## src/hdl/lpl_pkg.sv

```systemverilog
`timescale 1ns / 1ps
// ---------------------------------------------------------------------------
// lpl_pkg - shared types and constants for the linked peak limiter
// Frame and result payloads, register indexes and fixed-point constants.
// ---------------------------------------------------------------------------
package lpl_pkg;

  localparam int MAX_CHANNELS = 8;
  localparam int SAMPLE_BITS  = 24;
  localparam int COEFF_BITS   = 16;
  localparam int CH_BITS      = 4;
  localparam int MAG_BITS     = SAMPLE_BITS;
  localparam logic [SAMPLE_BITS-1:0] UNITY = SAMPLE_BITS'(1) << (SAMPLE_BITS - 1);

  typedef enum logic [1:0] {
    REG_ACTIVE_CHANNELS = 2'd0,
    REG_CEILING         = 2'd1,
    REG_ATTACK_COEFF    = 2'd2,
    REG_RELEASE_COEFF   = 2'd3
  } reg_index_t;

  typedef struct packed {
    logic                          end_of_block;
    logic signed [SAMPLE_BITS-1:0] sample_7;
    logic signed [SAMPLE_BITS-1:0] sample_6;
    logic signed [SAMPLE_BITS-1:0] sample_5;
    logic signed [SAMPLE_BITS-1:0] sample_4;
    logic signed [SAMPLE_BITS-1:0] sample_3;
    logic signed [SAMPLE_BITS-1:0] sample_2;
    logic signed [SAMPLE_BITS-1:0] sample_1;
    logic signed [SAMPLE_BITS-1:0] sample_0;
  } frame_in_t;

  typedef struct packed {
    logic [SAMPLE_BITS-1:0]        applied_gain;
    logic                          out_end_of_block;
    logic signed [SAMPLE_BITS-1:0] out_7;
    logic signed [SAMPLE_BITS-1:0] out_6;
    logic signed [SAMPLE_BITS-1:0] out_5;
    logic signed [SAMPLE_BITS-1:0] out_4;
    logic signed [SAMPLE_BITS-1:0] out_3;
    logic signed [SAMPLE_BITS-1:0] out_2;
    logic signed [SAMPLE_BITS-1:0] out_1;
    logic signed [SAMPLE_BITS-1:0] out_0;
  } frame_out_t;

  // classified frame handed from front to back
  typedef struct packed {
    logic [MAX_CHANNELS-1:0]             neg;
    logic [MAX_CHANNELS-1:0][MAG_BITS-1:0] mag;
    logic [MAG_BITS-1:0]                 peak;
    logic                                eob;
  } job_t;

endpackage

```

## src/hdl/lpl_front.sv

```systemverilog
`timescale 1ns / 1ps
// ---------------------------------------------------------------------------
// lpl_front - frame intake and peak search
// Takes one frame, splits sign and magnitude, masks unused channels and
// finds the linked peak one channel per cycle.
// ---------------------------------------------------------------------------
module lpl_front import lpl_pkg::*; (
  input  logic             clk,
  input  logic             rst,
  input  logic             in_valid,
  output logic             in_ready,
  input  frame_in_t        in_data,
  input  logic [CH_BITS-1:0] chans,
  output logic             job_valid,
  input  logic             job_ready,
  output job_t             job
);

  typedef enum logic [1:0] {S_IDLE, S_SCAN, S_DONE} state_t;
  state_t state;
  logic [2:0] idx;
  logic [SAMPLE_BITS-1:0] smp [MAX_CHANNELS];
  logic [MAG_BITS-1:0] mg;

  assign in_ready  = (state == S_IDLE);
  assign job_valid = (state == S_DONE);

  always_comb begin
    smp[0] = in_data.sample_0; smp[1] = in_data.sample_1;
    smp[2] = in_data.sample_2; smp[3] = in_data.sample_3;
    smp[4] = in_data.sample_4; smp[5] = in_data.sample_5;
    smp[6] = in_data.sample_6; smp[7] = in_data.sample_7;
  end

  assign mg = job.mag[idx];

  always_ff @(posedge clk) begin
    if (rst) begin
      state <= S_IDLE;
      idx   <= '0;
    end else begin
      unique case (state)
        S_IDLE: begin
          if (in_valid) begin
            for (int k = 0; k < MAX_CHANNELS; k++) begin
              // channel count 0 acts as 1, above 8 saturates
              if (k == 0 || (CH_BITS'(k) < chans)) begin
                job.neg[k] <= smp[k][SAMPLE_BITS-1];
                job.mag[k] <= smp[k][SAMPLE_BITS-1] ? MAG_BITS'(-smp[k]) : smp[k];
              end else begin
                job.neg[k] <= 1'b0;
                job.mag[k] <= '0;
              end
            end
            job.eob  <= in_data.end_of_block;
            job.peak <= '0;
            idx      <= '0;
            state    <= S_SCAN;
          end
        end
        S_SCAN: begin
          if (mg > job.peak) job.peak <= mg;
          idx <= idx + 3'd1;
          if (idx == 3'(MAX_CHANNELS - 1)) state <= S_DONE;
        end
        S_DONE: begin
          if (job_ready) state <= S_IDLE;
        end
        default: state <= S_IDLE;
      endcase
    end
  end

endmodule

```

## src/hdl/lpl_queue.sv

```systemverilog
`timescale 1ns / 1ps
// ---------------------------------------------------------------------------
// lpl_queue - two-entry job queue
// Decouples the peak search from the gain and scaling engine.
// ---------------------------------------------------------------------------
module lpl_queue import lpl_pkg::*; (
  input  logic clk,
  input  logic rst,
  input  logic wr_valid,
  output logic wr_ready,
  input  job_t wr_data,
  output logic rd_valid,
  input  logic rd_ready,
  output job_t rd_data
);

  job_t mem [2];
  logic wp, rp;
  logic [1:0] cnt;

  assign wr_ready = (cnt != 2'd2);
  assign rd_valid = (cnt != 2'd0);
  assign rd_data  = mem[rp];

  always_ff @(posedge clk) begin
    if (wr_valid && wr_ready) mem[wp] <= wr_data;
    if (rst) begin
      wp <= 1'b0; rp <= 1'b0; cnt <= '0;
    end else begin
      if (wr_valid && wr_ready) wp <= ~wp;
      if (rd_valid && rd_ready) rp <= ~rp;
      cnt <= cnt + 2'(wr_valid && wr_ready) - 2'(rd_valid && rd_ready);
    end
  end

endmodule

```

## src/hdl/lpl_back.sv

```systemverilog
`timescale 1ns / 1ps
// ---------------------------------------------------------------------------
// lpl_back - gain engine
// Serial restoring divide for the target gain, one-pole smoothing and
// per-channel scaling through one shared multiplier.
// ---------------------------------------------------------------------------
module lpl_back import lpl_pkg::*; (
  input  logic                  clk,
  input  logic                  rst,
  input  logic                  job_valid,
  output logic                  job_ready,
  input  job_t                  job,
  input  logic [SAMPLE_BITS-1:0] ceil_v,
  input  logic [COEFF_BITS-1:0] attack,
  input  logic [COEFF_BITS-1:0] release_c,
  output logic                  out_valid,
  input  logic                  out_ready,
  output frame_out_t            out_data,
  output logic [SAMPLE_BITS-1:0] gain
);

  localparam int QB = 2 * SAMPLE_BITS;
  typedef enum logic [2:0] {S_IDLE, S_DIV, S_SMOOTH, S_MUL, S_OUT} state_t;
  state_t state;
  job_t j;
  logic [QB-1:0] num;
  logic [SAMPLE_BITS-1:0] rem;
  logic [5:0] cnt;
  logic [SAMPLE_BITS-1:0] target;
  logic [SAMPLE_BITS-1:0] res [MAX_CHANNELS];
  logic [2:0] ch;
  logic [SAMPLE_BITS:0] rem_sh;
  logic [SAMPLE_BITS-1:0] diff;
  logic [COEFF_BITS-1:0] coeff;
  logic [SAMPLE_BITS+COEFF_BITS-1:0] step_p;
  logic [SAMPLE_BITS-1:0] step;
  logic [2*SAMPLE_BITS-1:0] prod;
  logic [SAMPLE_BITS+1:0] m;
  logic [SAMPLE_BITS-1:0] mc;

  assign job_ready = (state == S_IDLE);
  assign out_valid = (state == S_OUT);

  assign rem_sh = {rem, num[QB-1]};
  assign coeff  = (target < gain) ? attack : release_c;
  assign diff   = (gain >= target) ? gain - target : target - gain;
  assign step_p = diff * coeff;
  assign step   = step_p[SAMPLE_BITS+COEFF_BITS-1:COEFF_BITS];
  assign prod   = j.mag[ch] * gain;
  assign m      = (SAMPLE_BITS+2)'((prod + QB'(UNITY >> 1)) >> (SAMPLE_BITS - 1));
  always_comb begin
    mc = (m > (SAMPLE_BITS+2)'(ceil_v)) ? ceil_v : m[SAMPLE_BITS-1:0];
  end

  always_comb begin
    out_data.out_0 = res[0]; out_data.out_1 = res[1];
    out_data.out_2 = res[2]; out_data.out_3 = res[3];
    out_data.out_4 = res[4]; out_data.out_5 = res[5];
    out_data.out_6 = res[6]; out_data.out_7 = res[7];
    out_data.out_end_of_block = j.eob;
    out_data.applied_gain     = gain;
  end

  always_ff @(posedge clk) begin
    if (rst) begin
      state <= S_IDLE;
      gain  <= UNITY;
      cnt   <= '0;
      ch    <= '0;
    end else begin
      unique case (state)
        S_IDLE: begin
          if (job_valid) begin
            j <= job;
            if (job.peak > ceil_v) begin
              num   <= {ceil_v, {SAMPLE_BITS-1{1'b0}}, 1'b0} >> 1;
              rem   <= '0;
              cnt   <= '0;
              state <= S_DIV;
            end else begin
              target <= UNITY;
              state  <= S_SMOOTH;
            end
          end
        end
        S_DIV: begin
          // one quotient bit per cycle
          if (rem_sh >= {1'b0, j.peak}) begin
            rem <= SAMPLE_BITS'(rem_sh - {1'b0, j.peak});
            num <= {num[QB-2:0], 1'b1};
          end else begin
            rem <= rem_sh[SAMPLE_BITS-1:0];
            num <= {num[QB-2:0], 1'b0};
          end
          cnt <= cnt + 6'd1;
          if (cnt == 6'(QB - 1)) state <= S_SMOOTH;
          target <= (rem_sh >= {1'b0, j.peak}) ? {num[SAMPLE_BITS-2:0], 1'b1}
                                               : {num[SAMPLE_BITS-2:0], 1'b0};
        end
        S_SMOOTH: begin
          gain  <= (gain >= target) ? target + step : target - step;
          ch    <= '0;
          state <= S_MUL;
        end
        S_MUL: begin
          if (j.neg[ch]) res[ch] <= -mc;
          else res[ch] <= (mc > UNITY - SAMPLE_BITS'(1)) ? UNITY - SAMPLE_BITS'(1) : mc;
          ch <= ch + 3'd1;
          if (ch == 3'(MAX_CHANNELS - 1)) state <= S_OUT;
        end
        S_OUT: begin
          if (out_ready) state <= S_IDLE;
        end
        default: state <= S_IDLE;
      endcase
    end
  end

endmodule

```

## src/hdl/linked_peak_limiter.sv

```systemverilog
`timescale 1ns / 1ps
// divide: only for frames whose peak exceeds the ceiling
// front: 8-channel serial peak search, a new frame only once the last job is handed on
// back: 48-step serial divider
// reset: ceiling unity, one channel, coefficients zero, gain unity
// ---------------------------------------------------------------------------
// linked_peak_limiter - channel-linked brickwall peak limiter
// Peak search front, job queue, and a divide/smooth/scale back end.
// ---------------------------------------------------------------------------
module linked_peak_limiter import lpl_pkg::*; (
  input  logic             clk,
  input  logic             rst,
  input  logic             in_valid,
  output logic             in_ready,
  input  frame_in_t        in_data,
  output logic             out_valid,
  input  logic             out_ready,
  output frame_out_t       out_data,
  input  logic             cfg_valid,
  output logic             cfg_ready,
  input  logic [1:0]       cfg_index,
  input  logic [SAMPLE_BITS-1:0] cfg_data
);

  logic [CH_BITS-1:0] active_channels;
  logic [SAMPLE_BITS-1:0] ceiling;
  logic [COEFF_BITS-1:0] attack_coeff, release_coeff;
  logic [SAMPLE_BITS-1:0] ceil_v, gain;
  logic fj_valid, fj_ready, bj_valid, bj_ready;
  job_t fj, bj;

  assign cfg_ready = 1'b1;
  assign ceil_v = (ceiling == '0 || ceiling > UNITY) ? UNITY : ceiling;

  always_ff @(posedge clk) begin
    if (rst) begin
      active_channels <= CH_BITS'(1);
      ceiling         <= UNITY;
      attack_coeff    <= '0;
      release_coeff   <= '0;
    end else if (cfg_valid) begin
      unique case (reg_index_t'(cfg_index))
        REG_ACTIVE_CHANNELS: active_channels <= cfg_data[CH_BITS-1:0];
        REG_CEILING:         ceiling <= cfg_data;
        REG_ATTACK_COEFF:    attack_coeff <= cfg_data[COEFF_BITS-1:0];
        REG_RELEASE_COEFF:   release_coeff <= cfg_data[COEFF_BITS-1:0];
        default: ;
      endcase
    end
  end

  lpl_front u_front (
    .clk, .rst, .in_valid, .in_ready, .in_data, .chans(active_channels),
    .job_valid(fj_valid), .job_ready(fj_ready), .job(fj)
  );

  lpl_queue u_queue (
    .clk, .rst, .wr_valid(fj_valid), .wr_ready(fj_ready), .wr_data(fj),
    .rd_valid(bj_valid), .rd_ready(bj_ready), .rd_data(bj)
  );

  lpl_back u_back (
    .clk, .rst, .job_valid(bj_valid), .job_ready(bj_ready), .job(bj),
    .ceil_v, .attack(attack_coeff), .release_c(release_coeff),
    .out_valid, .out_ready, .out_data, .gain
  );

  a_gain_range: assert property (@(posedge clk) disable iff (rst) gain <= UNITY)
    else $error("gain above unity");
  a_out_hold: assert property (@(posedge clk) disable iff (rst)
    out_valid && !out_ready |=> out_valid && $stable(out_data))
    else $error("result changed while stalled");
  a_gain_stable: assert property (@(posedge clk) disable iff (rst)
    out_valid |=> $stable(gain) || !$past(out_valid))
    else $error("gain moved while result pending");

endmodule
```

## config.mk

```make
export PLATFORM = sky130hd
export DESIGN_NAME = linked_peak_limiter
export DESIGN_NICKNAME = d
export VERILOG_FILES = /design/src/hdl/lpl_pkg.sv /design/src/hdl/lpl_front.sv /design/src/hdl/lpl_queue.sv /design/src/hdl/lpl_back.sv /design/src/hdl/linked_peak_limiter.sv
export SDC_FILE = /design/constraint.sdc
export NUM_CORES = 2
export LEC_CHECK = 0
export ABC_AREA = 1
export BUFFER_PORTS_ARGS = -buffer_cell sky130_fd_sc_hd__buf_2
export CAP_MARGIN = 10
export CELL_PAD_IN_SITES_DETAIL_PLACEMENT = 1
export CELL_PAD_IN_SITES_GLOBAL_PLACEMENT = 1
export CORE_AREA = 4 4 539 434
export CTS_CLUSTER_DIAMETER = 120
export DETAILED_ROUTE_END_ITERATION = 7
export DIE_AREA = 0 0 543 438
export GPL_ROUTABILITY_DRIVEN = 1
export GPL_TIMING_DRIVEN = 0
export PLACE_DENSITY = 0.73
export SLEW_MARGIN = 5
export SYNTH_ARGS = -nofsm -noshare
export SYNTH_HDL_FRONTEND = slang
export SYNTH_SLANG_ARGS = --single-unit
```

## constraint.sdc

```tcl
create_clock -name clk -period 16 [get_ports clk]
set_input_delay 0.8 -clock clk [delete_from_list [all_inputs] [get_ports clk]]
set_output_delay 0.8 -clock clk [all_outputs]
set_load 0.01 [all_outputs]
```

### Word-level counts from Yosys, hierarchy flattened

Memories as Yosys holds them, arrays and structs flattened. A register that Yosys moved wholly into a read port is not among the register bits.
Index checks and enable logic that the tools add are counted.

| cells by class | value |
|---|---|
| bitwise gates (word level) | 4 |
| equality and inequality tests | 23 |
| multiply operators | 2 |
| add/sub/neg operators | 20 |
| $lt $le $gt $ge | 17 |
| mux-type cells | 64 |
| reduce and logical (&&, ||, !) cells | 31 |

Operators by type and width:

| kind | number |
|---|---|
| $mux 24 | 14 |
| $neg 24->24 | 9 |
| $mux 23 | 8 |
| $bmux 24 s3 | 2 |
| $pmux 24 s2 | 3 |
| $mux 48 | 2 |
| $pmux 48 s2 | 1 |
| $sub 24x24->24 | 4 |
| $add 48x23->48 const B | 1 |
| $gt 24x24->1 | 2 |
| $mul 24x24->48 | 1 |
| $mul 24x16->40 | 1 |
| $ge 25x24->1 | 1 |
| $gt 25x24->1 | 1 |
| $mux 25 | 1 |
| $add 24x24->24 | 1 |
| $ge 24x24->1 | 1 |
| $gt 24x23->1 const B | 1 |
| $gt 24x24->1 const B | 1 |
| $logic_not 24->1 | 1 |
| $lt 24x24->1 | 1 |
| $reduce_and 2->1 | 12 |
| $lt 3x4->1 const A | 4 |
| $mux 16 | 1 |
| 33 further kinds | 87 |

| storage, ports and cells | value |
|---|---|
| memories | 2 |
| input port bits | 224 |
| output and inout bits | 220 |
| bits in writable memories | 642 |
| logic and storage cells | 216 |
| register bits | 651 |

Memories:

| memory | depth | width | read ports | clocked after memory_dff | write ports | line | text |
|---|---|---|---|---|---|---|---|
| u_queue.mem | 2 | 225 | 1 | 1 | 1 | lpl_queue.sv:17 | `job_t mem [2];` |
| u_back.res | 8 | 24 | 8 | 0 | 1 | lpl_back.sv:30 | `logic [SAMPLE_BITS-1:0] res [MAX_CHANNELS];` |

### Longest topological paths before layout

| depth | value |
|---|---|
| depth after elaboration | 9 |
| mapped depth | 67 |
| mapped depth without buffers | 64 |

### Cells and area by module

A second synthesis with hierarchy kept.

| unflattened totals | value |
|---|---|
| cells, all modules | 9630 |
| area total of the unflattened synthesis | 93255.7 um2 |

By module, submodules not included:

| module | cells an instance | seq. area each (um2) | instances | area an instance (um2) |
|---|---|---|---|---|
| lpl_back | 6677 | 16125.5 | 1 | 58857.7 |
| lpl_queue | 738 | 13613.1 | 1 | 17095.1 |
| lpl_front | 1894 | 6856.6 | 1 | 14886.8 |
| linked_peak_limiter | 321 | 1201.2 | 1 | 2416.1 |

### Least setup slack after synthesis

Ideal clock, no wire load.

| timing path | value |
|---|---|
| path type | in2reg |
| from | input rst |
| to | register u_back.j[100] in the netlist's numbering (enable) |
| setup time | 813 ps |
| data arrival time | 10554 ps |
| cell stages on the path | 3 |
| buffers on the path | 2 |
| required time | 15187 ps |
| setup slack | 4632 ps |
| cell sequence | clkbuf_1 clkbuf_1 nor2_1 |

| on the way | value |
|---|---|
| longest elaborated chain between the ends | 2 |

Ends and longest elaborated chain:

| what | line | text |
|---|---|---|
| from (decl) | linked_peak_limiter.sv:12 | `input logic rst,` |
| $not 1->1 (no source line) | n/a |  |
| $reduce_and 3->1 (no source line) | n/a |  |
| to (signal assigned) | lpl_back.sv:74 | `j <= job;` |
| to (decl) | lpl_back.sv:25 | `job_t j;` |

Every way passes these cells.
A chain may end at the register's enable or synchronous reset.

### Worst setup path in the final report

| timing path | value |
|---|---|
| from | register u_back.ch[1] |
| to | memory u_back.res[1][13], data pin |

| on the way | value |
|---|---|
| longest elaborated chain between the ends | 9 |
| elaborated cells between the ends (all ways) | 16 |
| those cells by class | 2 x add/sub; 1 x mul; 2 x order compare; 11 x mux |

Ends and longest elaborated chain:

| what | line | text |
|---|---|---|
| from (decl) | lpl_back.sv:31 | `logic [2:0] ch;` |
| from (signal assigned) | lpl_back.sv:108 | `ch <= ch + 3'd1;` |
| $bmux 24 s3 | lpl_back.sv:49 | `assign prod = j.mag[ch] * gain;` |
| $mux 24 (not written as such) | lpl_back.sv:49 |  |
| $mul 24x24->48 | lpl_back.sv:49 |  |
| $add 48x23->48 | lpl_back.sv:50 | `assign m = (SAMPLE_BITS+2)'((prod + QB'(UNITY >> 1)) >> (SAMPLE_BITS - 1));` |
| $gt 25x24->1 | lpl_back.sv:52 | `mc = (m > (SAMPLE_BITS+2)'(ceil_v)) ? ceil_v : m[SAMPLE_BITS-1:0];` |
| $mux 24 | lpl_back.sv:52 |  |
| $gt 24x23->1 | lpl_back.sv:107 | `else res[ch] <= (mc > UNITY - SAMPLE_BITS'(1)) ? UNITY - SAMPLE_BITS'(1) : mc;` |
| $mux 24 | lpl_back.sv:107 |  |
| $mux 24 (no source line) * | n/a |  |
| to (decl) | lpl_back.sv:30 |  |

Mark *: on every way between the ends. The rest lies on a longest branch, timed or not. The select of a mux whose other input is x is not followed.

==> impl_results.html <==
<table>
<tr><th>Metric</th><th>Value</th></tr>
<tr><th colspan="2">Cells and area</th></tr>
<tr><td>Synthesis-to-layout area growth</td><td>12.60%</td></tr>
<tr><td>Footprint of the flip-flops and latches</td><td>around 38000 um2</td></tr>
<tr><td>Multi-input combinational cell area</td><td>46080 um2</td></tr>
<tr><td>Count of filler cells inserted in the layout</td><td>between 20000 and 30000</td></tr>
<tr><td>Final nets</td><td>11540</td></tr>
<tr><td>Non-Filler Cell Area, Final</td><td>just over 100000 um2</td></tr>
<tr><td>Fraction of final layout cells sized beyond drive strength 1</td><td>9.956%</td></tr>
<tr><td>Highest-count cells in the layout ignoring fill and taps</td><td>sky130_fd_sc_hd__nand2_1 (1784), sky130_fd_sc_hd__inv_1 (1570), sky130_fd_sc_hd__edfxtp_1 (1188)</td></tr>
<tr><td>Most common cell after layout, fill and taps aside</td><td>sky130_fd_sc_hd__nand2_1</td></tr>
<tr><th colspan="2">Synthesis</th></tr>
<tr><td>Synthesized cell area</td><td>91020 um2</td></tr>
<tr><td>Share of async-settable or async-resettable flops after synthesis</td><td>0%</td></tr>
<tr><td>Dominant synthesized flop cell</td><td>sky130_fd_sc_hd__edfxtp_1</td></tr>
<tr><td>#FFs+latches synth</td><td>about 1300</td></tr>
<tr><td>Mean post-synth cell area</td><td>9.667 um2</td></tr>
<tr><td>Cells after synthesis</td><td>9415</td></tr>
<tr><td>Post-synthesis net count</td><td>10910</td></tr>
<tr><td>Count of flip-flops with a built-in enable after synthesis</td><td>around 1200</td></tr>
<tr><td>Unique masters post-synth</td><td>67</td></tr>
<tr><td>Area fraction of the dominant cell type after synthesis</td><td>39.19%</td></tr>
<tr><td>Number of warning messages in the yosys log</td><td>0</td></tr>
<tr><td>Sequential-to-total area share from yosys stat</td><td>41.53%</td></tr>
<tr><td>Cell accounting for the most synthesized area</td><td>sky130_fd_sc_hd__edfxtp_1</td></tr>
<tr><td>Synth area leaders</td><td>sky130_fd_sc_hd__edfxtp_1 (39%), sky130_fd_sc_hd__fa_1 (17%), sky130_fd_sc_hd__nand2_1 (7.4%)</td></tr>
<tr><th colspan="2">CTS</th></tr>
<tr><td>Post-CTS setup repair buffer count</td><td>0</td></tr>
<tr><td>CTS max path bufs</td><td>3</td></tr>
<tr><td>Post-CTS Hold Fix Bufs</td><td>0</td></tr>
<tr><td>Clock-pin slew of the registers on the worst-case setup and hold paths</td><td>roughly 0.060 ns</td></tr>
<tr><td>Clock root buffer</td><td>sky130_fd_sc_hd__clkbuf_16</td></tr>
<tr><td>Skew-Pair Late Insertion Delay</td><td>0.80 ns</td></tr>
<tr><td>CTS tree</td><td>yes</td></tr>
<tr><td>Clock sink count</td><td>1294</td></tr>
<tr><td>Clock buffers created by TritonCTS</td><td>134</td></tr>
<tr><td>CTS H-tree depth</td><td>4</td></tr>
<tr><td>Post-cts resize count</td><td>0</td></tr>
<tr><th colspan="2">Worst setup path</th></tr>
<tr><td>Critical register-to-register path startpoint</td><td>u_back.ch[1]</td></tr>
<tr><td>R2R Setup Slk</td><td>0.60 ns</td></tr>
<tr><td>Cell count of the worst reg-to-reg path</td><td>52</td></tr>
<tr><td>Capturing element type of the critical path</td><td>register</td></tr>
<tr><td>Capturing point of the worst reg2reg path</td><td>u_back.res[1][13]</td></tr>
<tr><td>Crit path kind</td><td>reg2reg</td></tr>
<tr><td>Kind of launch point of the worst setup path</td><td>register</td></tr>
<tr><td>Critical path data required time</td><td>16.38 ns</td></tr>
<tr><td>Worst-path cell with the longest stage delay</td><td>sky130_fd_sc_hd__o21ai_0</td></tr>
<tr><td>Largest stage delay, worst path</td><td>1.00 ns</td></tr>
<tr><td>Largest fanout on the critical path</td><td>10</td></tr>
<tr><td>Worst path most repeated cell</td><td>sky130_fd_sc_hd__nand2_1</td></tr>
<tr><td>Worst EP arrival</td><td>between 15 and 20 ns</td></tr>
<tr><th colspan="2">Route</th></tr>
<tr><td>DRC Markers</td><td>0</td></tr>
<tr><td>Remaining number of nets flagged by the antenna check after routing</td><td>0</td></tr>
<tr><td>Max layer used</td><td>met5</td></tr>
<tr><td>Routed length on met1</td><td>150100 um</td></tr>
<tr><td>1st-iter DRT viols</td><td>7780</td></tr>
<tr><td>Wire length after detailed routing</td><td>~350000 um</td></tr>
<tr><td>Average wire per cell in the routed design</td><td>26.38 um</td></tr>
<tr><td>First drt pass iteration count</td><td>5</td></tr>
<tr><td>Via count</td><td>72590</td></tr>
<tr><td>Via/cell ratio</td><td>between 5 and 6</td></tr>
<tr><td>WL met2</td><td>about 150000 um</td></tr>
<tr><td>Routed wire length on met3</td><td>36770 um</td></tr>
<tr><th colspan="2">STA</th></tr>
<tr><td>Hold Fails Final Rpt</td><td>0</td></tr>
<tr><td>RSZ-0062 raised after global routing</td><td>no</td></tr>
<tr><td>Fmax</td><td>around 65 MHz</td></tr>
<tr><td>Post-route clock period utilization</td><td>96.24%</td></tr>
<tr><td>Sum of negative setup slack</td><td>0 ns</td></tr>
<tr><td>Final Max Tran Viols</td><td>0</td></tr>
<tr><td>Final setup fails</td><td>0</td></tr>
<tr><td>PnR worst setup slack</td><td>0.6021 ns</td></tr>
<tr><td>Actual slew at the worst max-slew pin</td><td>1.375 ns</td></tr>
<tr><td>Period minus WS final</td><td>15.40 ns</td></tr>
<tr><td>Max-slew headroom</td><td>7.369%</td></tr>
<tr><td>Final clock skew</td><td>0.07515 ns</td></tr>
<tr><th colspan="2">Status</th></tr>
<tr><td>Status</td><td>finished, final reports clean</td></tr>
<tr><th colspan="2">Die</th></tr>
<tr><td>Row count</td><td>157</td></tr>
<tr><td>Die Area</td><td>237800 um2</td></tr>
<tr><td>Die Width</td><td>543 um</td></tr>
<tr><td>Initial Utilization</td><td>39.87%</td></tr>
<tr><td>Top-Level Pins</td><td>444</td></tr>
<tr><td>Core Area</td><td>228300 um2</td></tr>
<tr><td>Die Height</td><td>around 440 um</td></tr>
<tr><th colspan="2">Global routing</th></tr>
<tr><td>Wire length of the first global-routing pass</td><td>510400 um</td></tr>
<tr><td>Largest net degree at the start of global routing</td><td>37</td></tr>
<tr><td>Overall global routing resource usage</td><td>29.03%</td></tr>
<tr><td>Initial antenna violation count</td><td>43</td></tr>
<tr><td>Number of global-route vias before repair</td><td>~76000</td></tr>
<tr><td>Remaining global-route overflow</td><td>0</td></tr>
<tr><th colspan="2">Job</th></tr>
<tr><td>Max-capacitance violation count</td><td>0</td></tr>
<tr><th colspan="2">Placed design</th></tr>
<tr><td>Placer's final routability congestion estimate</td><td>approximately 0.98</td></tr>
<tr><td>Pre-CTS setup slack</td><td>1.044 ns</td></tr>
<tr><td>Placed wire-length estimate</td><td>282400 um</td></tr>
<tr><td>Post-place instance area</td><td>98100 um2</td></tr>
<tr><td>Number of buffers inserted by port buffering</td><td>439</td></tr>
<tr><th colspan="2">Min path</th></tr>
<tr><td>Tightest Hold Check Type</td><td>in2reg</td></tr>
<tr><td>Number of instances on the worst hold path</td><td>1</td></tr>
<tr><td>Worst hold path endpoint</td><td>u_front.job[0]</td></tr>
<tr><td>Min-Delay Startpoint</td><td>in_data[192]</td></tr>
</table>
==> worst max-delay path, delay by kind of cell, from the launching register on <==
kind                     cells  cell delay [ns]
adder cells (fa/ha/maj)      9             4.52
flip-flops                   1             0.31
AO/OA/AOI/OAI                8             3.06
XOR/XNOR                     1             0.42
AND/OR/NAND/NOR             20             3.16
buffers and inverters       14             3.48
==> cell usage after synthesis (all sizes together) (2+ instances only) <==
| cell | number |
|---|---|
| a21boi | 7 |
| o21bai | 11 |
| and2 | 3 |
| xnor2 | 60 |
| a31oi | 20 |
| or4 | 2 |
| edfxtp | 1188 |
| a2111oi | 3 |
| o41ai | 2 |
| mux2 | 224 |
| nor4 | 19 |
| dfxtp | 106 |
| and3 | 26 |
| nor2 | 994 |
| o31ai | 11 |
| nand3b | 11 |
| buf | 40 |
| o21ai | 532 |
| nand4 | 46 |
| o221a | 3 |
| a211oi | 13 |
| o22ai | 52 |
| clkbuf | 280 |
| nand3 | 151 |
| fa | 791 |
| o211ai | 16 |
| nor3 | 134 |
| xor2 | 121 |
| clkinv | 19 |
| a21oi | 599 |
| a21o | 3 |
| ha | 483 |
| a221oi | 4 |
| o21a | 26 |
| or2 | 15 |
| nand2 | 1802 |
| o221ai | 6 |
| inv | 1576 |
| nor3b | 8 |
==> registers in the layout, summed over array words and instances, names as in the netlist, 2 cells and up, named ones only <==
| register | cells |
|---|---|
| u_front.job | 225 |
| u_front.state | 2 |
| active_channels | 4 |
| u_back.num | 48 |
| release_coeff | 16 |
| u_back.res | 192 |
| ceiling | 24 |
| attack_coeff | 16 |
| u_back.cnt | 6 |
| u_back.target | 24 |
| u_queue.mem | 450 |
| u_back.ch | 3 |
| u_back.j | 224 |
| u_queue.cnt | 2 |
| u_back.gain | 24 |
| u_back.state | 3 |
| u_front.idx | 3 |
| u_back.rem | 24 |
==> how the worst max path moves through the flow <==
stage / start / end / slack (ns) / cells after the start
after floorplan: rst / u_back.j[100] / 4.63 / 3
after global placement: rst / u_back.j[133] / -1.88 / 4
after detailed placement: u_back.ch[0] / u_back.res[3][12] / 1.04 / 49
after CTS: u_back.ch[0] / u_back.res[6][12] / 0.93 / 49
after global routing: u_back.gain[2] / u_back.gain[22] / 0.1 / 52
final: u_back.ch[1] / u_back.res[1][13] / 0.60 / 52
==> cell type report <==
class / instances / area share, %
multi-input cells: 6206 / 44.97
flip-flops and latches: 1294 / 36.88
inverters: 1595 / 5.845
well taps: 3021 / 3.688
clock buffers: 167 / 3.443
repair buffers: 489 / 3.118
plain buffers: 320 / 1.248
clock inverters: 74 / 0.7728
diodes: 16 / 0.03907
==> kinds of logic (layout without fill, tap and decap cells) <==
family,count (synthesis),count (layout),share of synthesized area (%)
other cells,1,17,0.004120
buf+inv,1915,2645,7.986
simple gates,3213,3213,14.19
xor+xnor,181,181,1.758
mux,224,224,2.771
compound gates,1313,1313,7.731
fa+ha+maj,1274,1274,24.04
flops,1294,1294,41.53
==> stage by stage <==
step                      std cells  hold WS, ns  util (%)
after CTS                     13160       0.1662     44.87
final                         13180       0.2219     44.90
after global routing          13170       0.1871     44.89
after global placement        12880       0.4228     42.49
after floorplan                9415       0.4215         -
after detailed placement      12920       0.4408     42.98
==> metal layers <==
layer  vias up  global-route usage, %
li1      31710                      -
met1     37040                  41.39
met2      3334                  43.27
met3       485                  7.580
met4        24                  9.057
met5         -                      0
Power is left out: the tool's default activity adds up to more than one toggle a clock period on the data nets, which glitch-free logic cannot reach.
